File: src/cubic_bezier_forward_difference_top_defines.svh
// Assertion macros for the cubic Bezier forward-difference generator.
// Included by the modules that carry concurrent assertions; no other dependencies.
`ifndef CUBIC_BEZIER_FORWARD_DIFFERENCE_TOP_DEFINES_SVH
`define CUBIC_BEZIER_FORWARD_DIFFERENCE_TOP_DEFINES_SVH

// Same-cycle implication, disabled while reset is asserted.
`define CBFD_ASSERT_SAME(lbl, clk, rst_n, ante, cons) \
    lbl: assert property (@(posedge clk) disable iff (!(rst_n)) (ante) |-> (cons)) \
        else $error("cbfd assertion failed");

// Next-cycle implication, disabled while reset is asserted.
`define CBFD_ASSERT_NEXT(lbl, clk, rst_n, ante, cons) \
    lbl: assert property (@(posedge clk) disable iff (!(rst_n)) (ante) |=> (cons)) \
        else $error("cbfd assertion failed");

`endif

File: src/cbfd_pkg.sv
// Package for the cubic Bezier forward-difference generator.
// Holds the widths, register indexes and shared types; depends on nothing.
package cbfd_pkg;

    localparam int STEP_SHIFT = 10;
    localparam int FRAC_BITS  = 3 * STEP_SHIFT;
    localparam int STATE_W    = 48;
    localparam int PT_W       = 11;
    localparam int COEF_W     = 18;
    localparam int CNT_W      = STEP_SHIFT + 2;
    localparam int CFG_IDX_W  = 3;

    localparam logic [CNT_W-1:0] LAST_INDEX = CNT_W'(1) << STEP_SHIFT;
    localparam logic [CNT_W-1:0] PAST_MARK  = LAST_INDEX + CNT_W'(1);

    localparam logic [CFG_IDX_W-1:0] REG_START_X    = CFG_IDX_W'(0);
    localparam logic [CFG_IDX_W-1:0] REG_START_Y    = CFG_IDX_W'(1);
    localparam logic [CFG_IDX_W-1:0] REG_PULL_ONE_X = CFG_IDX_W'(2);
    localparam logic [CFG_IDX_W-1:0] REG_PULL_ONE_Y = CFG_IDX_W'(3);
    localparam logic [CFG_IDX_W-1:0] REG_PULL_TWO_X = CFG_IDX_W'(4);
    localparam logic [CFG_IDX_W-1:0] REG_PULL_TWO_Y = CFG_IDX_W'(5);
    localparam logic [CFG_IDX_W-1:0] REG_END_X      = CFG_IDX_W'(6);
    localparam logic [CFG_IDX_W-1:0] REG_END_Y      = CFG_IDX_W'(7);

    typedef logic signed [PT_W-1:0]    t_point;
    typedef logic signed [COEF_W-1:0]  t_coef;
    typedef logic signed [STATE_W-1:0] t_state;

    typedef struct packed {
        t_point p0;
        t_point p1;
        t_point p2;
        t_point p3;
    } t_ctrl_pts;

    typedef struct packed {
        logic load;
        logic advance;
    } t_axis_ctrl;

endpackage

File: src/cbfd_cfg_regs.sv
// Control-point register file of the cubic Bezier forward-difference generator.
// Uses cbfd_pkg for register indexes and the control-point struct.
module cbfd_cfg_regs
    import cbfd_pkg::*;
(
    input  logic                 i_clk,
    input  logic                 i_rst_n,
    input  logic                 i_cfg_we,
    input  logic [CFG_IDX_W-1:0] i_cfg_idx,
    input  logic [PT_W-1:0]      i_cfg_data,
    output t_ctrl_pts            o_pts_x,
    output t_ctrl_pts            o_pts_y
);

    t_ctrl_pts r_pts_x;
    t_ctrl_pts r_pts_y;

    always_ff @(posedge i_clk) begin
        if (!i_rst_n) begin
            r_pts_x <= '0;
            r_pts_y <= '0;
        end else if (i_cfg_we) begin
            case (i_cfg_idx)
                REG_START_X:    r_pts_x.p0 <= i_cfg_data;
                REG_START_Y:    r_pts_y.p0 <= i_cfg_data;
                REG_PULL_ONE_X: r_pts_x.p1 <= i_cfg_data;
                REG_PULL_ONE_Y: r_pts_y.p1 <= i_cfg_data;
                REG_PULL_TWO_X: r_pts_x.p2 <= i_cfg_data;
                REG_PULL_TWO_Y: r_pts_y.p2 <= i_cfg_data;
                REG_END_X:      r_pts_x.p3 <= i_cfg_data;
                REG_END_Y:      r_pts_y.p3 <= i_cfg_data;
                default: begin
                    r_pts_x <= r_pts_x;
                end
            endcase
        end
    end

    assign o_pts_x = r_pts_x;
    assign o_pts_y = r_pts_y;

endmodule

File: src/cbfd_axis.sv
// One axis of the forward-difference engine: coefficient load, difference
// registers, one-step advance and rounding of the next value. Uses cbfd_pkg.
module cbfd_axis
    import cbfd_pkg::*;
(
    input  logic       i_clk,
    input  logic       i_rst_n,
    input  t_axis_ctrl i_ctrl,
    input  t_ctrl_pts  i_pts,
    output t_point     o_point
);

    t_state r_val;
    t_state r_d1;
    t_state r_d2;
    t_state r_d3;
    t_state n_val;
    t_state n_d1;
    t_state n_d2;
    t_state n_d3;

    t_coef w_p0;
    t_coef w_p1;
    t_coef w_p2;
    t_coef w_p3;
    t_coef w_p1m2;
    t_coef w_b_half;
    t_coef w_p1m0;
    t_coef w_a;
    t_coef w_b;
    t_coef w_c;
    t_coef w_a6;
    t_coef w_b2;
    t_state w_ld_val;
    t_state w_ld_d1;
    t_state w_ld_d2;
    t_state w_ld_d3;

    always_comb begin
        w_p0     = COEF_W'(i_pts.p0);
        w_p1     = COEF_W'(i_pts.p1);
        w_p2     = COEF_W'(i_pts.p2);
        w_p3     = COEF_W'(i_pts.p3);
        w_p1m2   = w_p1 - w_p2;
        w_b_half = w_p0 + w_p2 - (w_p1 <<< 1);
        w_p1m0   = w_p1 - w_p0;
        w_a      = w_p3 - w_p0 + (w_p1m2 <<< 1) + w_p1m2;
        w_b      = (w_b_half <<< 1) + w_b_half;
        w_c      = (w_p1m0 <<< 1) + w_p1m0;
        w_a6     = (w_a <<< 2) + (w_a <<< 1);
        w_b2     = w_b <<< 1;

        w_ld_val = STATE_W'(i_pts.p0) <<< FRAC_BITS;
        w_ld_d1  = (STATE_W'(w_c) <<< (2 * STEP_SHIFT)) + (STATE_W'(w_b) <<< STEP_SHIFT)
                   + STATE_W'(w_a);
        w_ld_d2  = (STATE_W'(w_b2) <<< STEP_SHIFT) + STATE_W'(w_a6);
        w_ld_d3  = STATE_W'(w_a6);
    end

    always_comb begin
        if (i_ctrl.load) begin
            n_val = w_ld_val;
            n_d1  = w_ld_d1;
            n_d2  = w_ld_d2;
            n_d3  = w_ld_d3;
        end else if (i_ctrl.advance) begin
            n_val = r_val + r_d1;
            n_d1  = r_d1 + r_d2;
            n_d2  = r_d2 + r_d3;
            n_d3  = r_d3;
        end else begin
            n_val = r_val;
            n_d1  = r_d1;
            n_d2  = r_d2;
            n_d3  = r_d3;
        end
    end

    always_ff @(posedge i_clk) begin
        if (!i_rst_n) begin
            r_val <= '0;
            r_d1  <= '0;
            r_d2  <= '0;
            r_d3  <= '0;
        end else begin
            r_val <= n_val;
            r_d1  <= n_d1;
            r_d2  <= n_d2;
            r_d3  <= n_d3;
        end
    end

    // Round half up: integer bits plus the first fraction bit.
    assign o_point = n_val[FRAC_BITS +: PT_W] + PT_W'(n_val[FRAC_BITS-1]);

endmodule

File: src/cubic_bezier_forward_difference_top.sv
// A result word is registered and presented in the cycle after its input word is accepted.
// Throughput: one word per cycle; the input side stalls only while the output
// register holds a word that is not taken. The three additions per axis set the pace.
// Reset clears the control points and difference state; a step before any restart
// reports past end.
module cubic_bezier_forward_difference_top
    import cbfd_pkg::*;
(
    input  logic                 i_clk,
    input  logic                 i_rst_n,
    input  logic                 i_cfg_we,
    input  logic [CFG_IDX_W-1:0] i_cfg_idx,
    input  logic [PT_W-1:0]      i_cfg_data,
    input  logic                 i_in_valid,
    output logic                 o_in_ready,
    input  logic                 i_restart,
    output logic                 o_out_valid,
    input  logic                 i_out_ready,
    output logic signed [PT_W-1:0] o_point_x,
    output logic signed [PT_W-1:0] o_point_y,
    output logic                 o_is_last,
    output logic                 o_past_end
);

`include "cubic_bezier_forward_difference_top_defines.svh"

    t_ctrl_pts  w_pts_x;
    t_ctrl_pts  w_pts_y;
    t_axis_ctrl w_ctrl;
    t_point     w_point_x;
    t_point     w_point_y;
    logic       w_accept;
    logic       w_step_ok;
    logic [CNT_W-1:0] w_cnt_inc;

    logic [CNT_W-1:0] r_step_cnt;
    logic [CNT_W-1:0] n_step_cnt;
    logic             r_out_valid;
    t_point           r_point_x;
    t_point           r_point_y;
    logic             r_is_last;
    logic             r_past_end;

    cbfd_cfg_regs u_cfg (
        .i_clk      (i_clk),
        .i_rst_n    (i_rst_n),
        .i_cfg_we   (i_cfg_we),
        .i_cfg_idx  (i_cfg_idx),
        .i_cfg_data (i_cfg_data),
        .o_pts_x    (w_pts_x),
        .o_pts_y    (w_pts_y)
    );

    cbfd_axis u_axis_x (
        .i_clk   (i_clk),
        .i_rst_n (i_rst_n),
        .i_ctrl  (w_ctrl),
        .i_pts   (w_pts_x),
        .o_point (w_point_x)
    );

    cbfd_axis u_axis_y (
        .i_clk   (i_clk),
        .i_rst_n (i_rst_n),
        .i_ctrl  (w_ctrl),
        .i_pts   (w_pts_y),
        .o_point (w_point_y)
    );

    assign o_in_ready     = !r_out_valid || i_out_ready;
    assign w_accept       = i_in_valid && o_in_ready;
    assign w_step_ok      = r_step_cnt < LAST_INDEX;
    assign w_cnt_inc      = r_step_cnt + CNT_W'(1);
    assign w_ctrl.load    = w_accept && i_restart;
    assign w_ctrl.advance = w_accept && !i_restart && w_step_ok;

    always_comb begin
        if (i_restart) begin
            n_step_cnt = '0;
        end else if (w_step_ok) begin
            n_step_cnt = w_cnt_inc;
        end else begin
            n_step_cnt = r_step_cnt;
        end
    end

    always_ff @(posedge i_clk) begin
        if (!i_rst_n) begin
            r_step_cnt  <= PAST_MARK;
            r_out_valid <= 1'b0;
        end else if (w_accept) begin
            r_step_cnt  <= n_step_cnt;
            r_out_valid <= 1'b1;
        end else if (i_out_ready) begin
            r_out_valid <= 1'b0;
        end
    end

    always_ff @(posedge i_clk) begin
        if (w_accept) begin
            if (!i_restart && !w_step_ok) begin
                r_point_x  <= '0;
                r_point_y  <= '0;
                r_is_last  <= 1'b0;
                r_past_end <= 1'b1;
            end else begin
                r_point_x  <= w_point_x;
                r_point_y  <= w_point_y;
                r_is_last  <= !i_restart && (w_cnt_inc == LAST_INDEX);
                r_past_end <= 1'b0;
            end
        end
    end

    assign o_out_valid = r_out_valid;
    assign o_point_x   = r_point_x;
    assign o_point_y   = r_point_y;
    assign o_is_last   = r_is_last;
    assign o_past_end  = r_past_end;

    `CBFD_ASSERT_SAME(a_cnt_range, i_clk, i_rst_n, 1'b1, r_step_cnt <= PAST_MARK)
    `CBFD_ASSERT_NEXT(a_restart_zero, i_clk, i_rst_n, w_accept && i_restart, r_step_cnt == '0)
    `CBFD_ASSERT_SAME(a_past_zero, i_clk, i_rst_n, r_out_valid && r_past_end,
        r_point_x == '0 && r_point_y == '0 && !r_is_last)
    `CBFD_ASSERT_SAME(a_last_cnt, i_clk, i_rst_n, r_out_valid && r_is_last,
        r_step_cnt == LAST_INDEX)
    `CBFD_ASSERT_NEXT(a_step_inc, i_clk, i_rst_n, w_ctrl.advance,
        r_step_cnt == $past(w_cnt_inc))

endmodule

File: config.mk
export PLATFORM = sky130hd
export DESIGN_NAME = cubic_bezier_forward_difference_top
export DESIGN_NICKNAME = d
export VERILOG_FILES = /design/src/cbfd_pkg.sv /design/src/cbfd_cfg_regs.sv /design/src/cbfd_axis.sv /design/src/cubic_bezier_forward_difference_top.sv
export VERILOG_INCLUDE_DIRS = /design/src /design/src/src
export SDC_FILE = /design/constraint.sdc
export NUM_CORES = 2
export LEC_CHECK = 0
export ABC_AREA = 1
export CORE_MARGIN = 2
export CORE_UTILIZATION = 30
export DETAILED_ROUTE_END_ITERATION = 12
export DONT_BUFFER_PORTS = 1
export PLACE_DENSITY_LB_ADDON = 0.15
export REMOVE_ABC_BUFFERS = 1
export SLEW_MARGIN = 5
export SYNTH_ARGS = -nofsm -noshare
export SYNTH_HDL_FRONTEND = slang
export SYNTH_HIERARCHICAL = 1
export SYNTH_SLANG_ARGS = --single-unit
File: constraint.sdc
create_clock -name i_clk -period 8 [get_ports i_clk]
set_clock_uncertainty 0.1 [all_clocks]
set_input_delay 0.4 -clock i_clk [delete_from_list [all_inputs] [get_ports i_clk]]
set_output_delay 0.4 -clock i_clk [all_outputs]
set_load 0.005 [all_outputs]
==> results.sh <==
export IMPL_status="complete, no violations"
export IMPL_grt_pass1_vias=44220
export IMPL_syn2layout_area_growth_pct=10.19
export IMPL_synth_seq_area_share=0.1814
export IMPL_die_area_um2=155800
export IMPL_dr_pass1_iters=6
export IMPL_drc=0
export IMPL_ys_flop_type="dfxtp_1"
export IMPL_num_fill_cells=16960
export IMPL_synthCells=7169
export IMPL_maxSlewHeadroom=0.1550
export IMPL_hold_viol=0
export IMPL_tightestPinTransition_ps=1267
export IMPL_synth_edf_count=24
export IMPL_io_buffer_count=0
export IMPL_ys_types=67
export IMPL_cp_required_ps=8500
export IMPL_coreArea_um2=151700
export IMPL_clockBufferDepth=3
export IMPL_fmax_mhz=134.5
export IMPL_async_reset_ff_frac=0
export IMPL_die_y_um=394.7
export IMPL_grt_pass1_wl_mm=263.7
export IMPL_slowest_stage="fa_1"
export IMPL_setup_tns_ps=0
export IMPL_crit_path_end_kind="flip-flop"
export IMPL_layout_drive_gt1_share=0.05170
export IMPL_critPathMaxFanout=13
export IMPL_grt_max_degree=181
export IMPL_r2r_cells=43
export IMPL_floorplan_initialDensity=0.3018
export IMPL_antenna_found_initial=5
export IMPL_yosys_warnings=6
export IMPL_synth_top_cell_area_share=0.1657
export IMPL_hpwl_mm=137.4
export IMPL_hold_depth=4
export IMPL_gr_usage_all_layers=0.2155
export IMPL_place_gp_congestion=0.9397
export IMPL_timing_hold_worst_class="primary input to flip-flop"
export IMPL_insertedDiodeCount=0
export IMPL_crit_top_cell="nand2_1"
export IMPL_htreeDepth=2
export IMPL_vias=45960
export IMPL_multi_input_area_um2=32900
export IMPL_critPathKind="flip-flop to flip-flop"
export IMPL_cts_tree="done"
export IMPL_path_buf_inv=8
export IMPL_netlist_area_um2=45790
export IMPL_io_pins=46
export IMPL_drt_iter0_markers=3185
export IMPL_die_w_um=394.7
export IMPL_ys_ff_latch=403
export IMPL_arrival_ps=7930
export IMPL_slowest_delay_ps=530
export IMPL_worstSetupStartpointType="flip-flop"
export IMPL_min_to="u_axis_x/r_d3[16]"
export IMPL_wl_per_cell_um=18.65
export IMPL_slew_viol_final=0
export IMPL_final_cell_mix="nand2_1 (1,408), inv_1 (1,105), nor2_1 (906), a21oi_1 (626), ha_1 (537)"
export IMPL_critPathTopFamily="adder cells"
export IMPL_synthTopCellsByArea="dfxtp_1 (17%), ha_1 (15%), nand2_1 (12%), inv_1 (9.1%), nor2_1 (7.5%)"
export IMPL_hold_start="i_rst_n"
export IMPL_final_seq_area_um2=8310
export IMPL_r2r_setup_slack_ps=570
export IMPL_clockRootBuffer="clkbuf_16"
export IMPL_clk_latency_ps=680
export IMPL_drv_cap=0
export IMPL_setup_viol=0
export IMPL_reg2reg_to="u_axis_y/r_d1[22]"
export IMPL_fin_crit_sh=0.9290
export IMPL_nets=7809
export IMPL_syn_avg_cell_area_um2=6.387
export IMPL_synth_largest_area_cell="dfxtp_1"
export IMPL_ant_nets=0
export IMPL_finalCriticalPeriod_ps=7432
export IMPL_rr_startpoint="u_cfg/o_pts_y[22]"
export IMPL_final_common_cell="nand2_1"
export IMPL_clk_pin_slew_ps=70
export IMPL_num_rows=143
export IMPL_numCtsBuffers=55
export IMPL_routed_wl_mm=172.1
export IMPL_clock_sinks=403
export IMPL_overflow=0
export IMPL_drt_vias_per_instance=4.982
## cell usage after synthesis (8+ instances only)
| master | number |
|---|---|
| o2111ai_1 | 11 |
| a211oi_1 | 12 |
| o221ai_1 | 22 |
| edfxtp_1 | 24 |
| buf_4 | 19 |
| clkbuf_1 | 91 |
| o21bai_1 | 58 |
| nor4_1 | 9 |
| inv_2 | 11 |
| nand4_1 | 52 |
| and3_1 | 16 |
| a21oi_1 | 634 |
| a31oi_1 | 121 |
| nor2_2 | 9 |
| a21o_1 | 64 |
| buf_1 | 18 |
| nor3_1 | 65 |
| xnor2_1 | 93 |
| nand3_1 | 433 |
| o21a_1 | 15 |
| or2_2 | 66 |
| inv_1 | 1109 |
| a221oi_1 | 8 |
| dfxtp_1 | 379 |
| a21oi_2 | 23 |
| fa_1 | 98 |
| a21boi_0 | 16 |
| ha_1 | 539 |
| buf_2 | 11 |
| nor2_1 | 913 |
| nand2_2 | 24 |
| xor2_1 | 174 |
| and2_1 | 10 |
| o21ai_0 | 487 |
| nand2_1 | 1409 |
| o211ai_1 | 42 |
| nand3b_1 | 11 |
## worst register-to-register path: cells and delay by family, from the launching register on
family                     cells  cell delay, ps
buffers and inverters          8             760
xor gates and xnor gates       2             490
DFF                            1             380
and+or+nand+nor               19            2240
AOI/OAI and AO/OA              7             910
adders and majority gates      7            2540
## flip-flops by register name, summed over array words and instances (netlist names), 11 cells and up
name and flops:
u_axis_x/r_d1 41, u_axis_x/r_d2 40, u_axis_x/r_val 41, o_point_y 11, u_cfg/o_pts_x 44, u_axis_x/r_d3 17
u_axis_y/r_d3 17, u_axis_y/r_val 41, o_point_x 11, u_axis_y/r_d2 40, u_axis_y/r_d1 41, u_cfg/o_pts_y 44
r_step_cnt 12
## worst max path at each step
stage / start / endpoint / slack (ps) / cells past startpoint
floorplan: i_out_ready / o_point_x[9] / -3310 / 24
global placement: u_cfg/o_pts_y[22] / u_axis_y/r_d1[22] / 300 / 43
detailed placement: u_cfg/o_pts_y[13] / u_axis_y/r_d2[35] / 220 / 40
CTS: u_cfg/o_pts_y[13] / u_axis_y/r_d2[35] / 210 / 40
global route: u_cfg/o_pts_y[13] / u_axis_y/r_d2[35] / -30 / 43
finish: u_cfg/o_pts_y[22] / u_axis_y/r_d1[22] / 570 / 43
## logic make-up after synthesis
group	Yosys count	synth area share
AO/OA/AOI/OAI	1554	0.1927
XOR/XNOR	269	0.05178
adder cells (fa/ha/maj)	637	0.1901
buffers and inverters	1265	0.1065
flip-flops	403	0.1814
AND/OR/NAND/NOR	3041	0.2775
## metrics by stage
stage	instances	setup slack [ps]	utilization	hold slack (ps)	instance area [um2]
floorplan	7025	-3308	-	329.9	45120
global placement	9100	296.6	0.3165	344.1	48030
detailed placement	9100	221.7	0.3165	350.1	48030
CTS	9206	207.6	0.3298	0.9203	50030
global route	9225	-29.38	0.3325	52.48	50450
finish	9225	567.7	0.3325	58.26	50450
## layer usage
layer / routed length [um] / track usage / part of all wire
met4: 3654 / 0.04594 / 0.021
met5: 0 / 0 / 0
met2: 78260 / 0.3608 / 0.45
met3: 6948 / 0.02052 / 0.040
met1: 83210 / 0.2986 / 0.48
## final cells by class
| cell class | instances | share of cell area |
|---|---|---|
| multi-input combinational | 5502 | 0.6521 |
| sequential | 403 | 0.1647 |
| inverter | 1121 | 0.08352 |
| tap | 2030 | 0.05034 |
| clock buffer | 68 | 0.02946 |
| timing repair buffer | 68 | 0.01121 |
| clock inverter | 32 | 0.008555 |
| timing repair inverter | 1 | 0.0001488 |
## what timing repair did
item                                   4_1_cts  5_1_grt
hold buffers                                 6        0
buffers inserted                             0       17
setup endpoints to repair                    0       83
resized for setup                            0       59
endpoints found under the hold margin      217        0
Power is left out: the tool's default activity adds up to more than one toggle a clock period on the data nets, which glitch-free logic cannot reach.
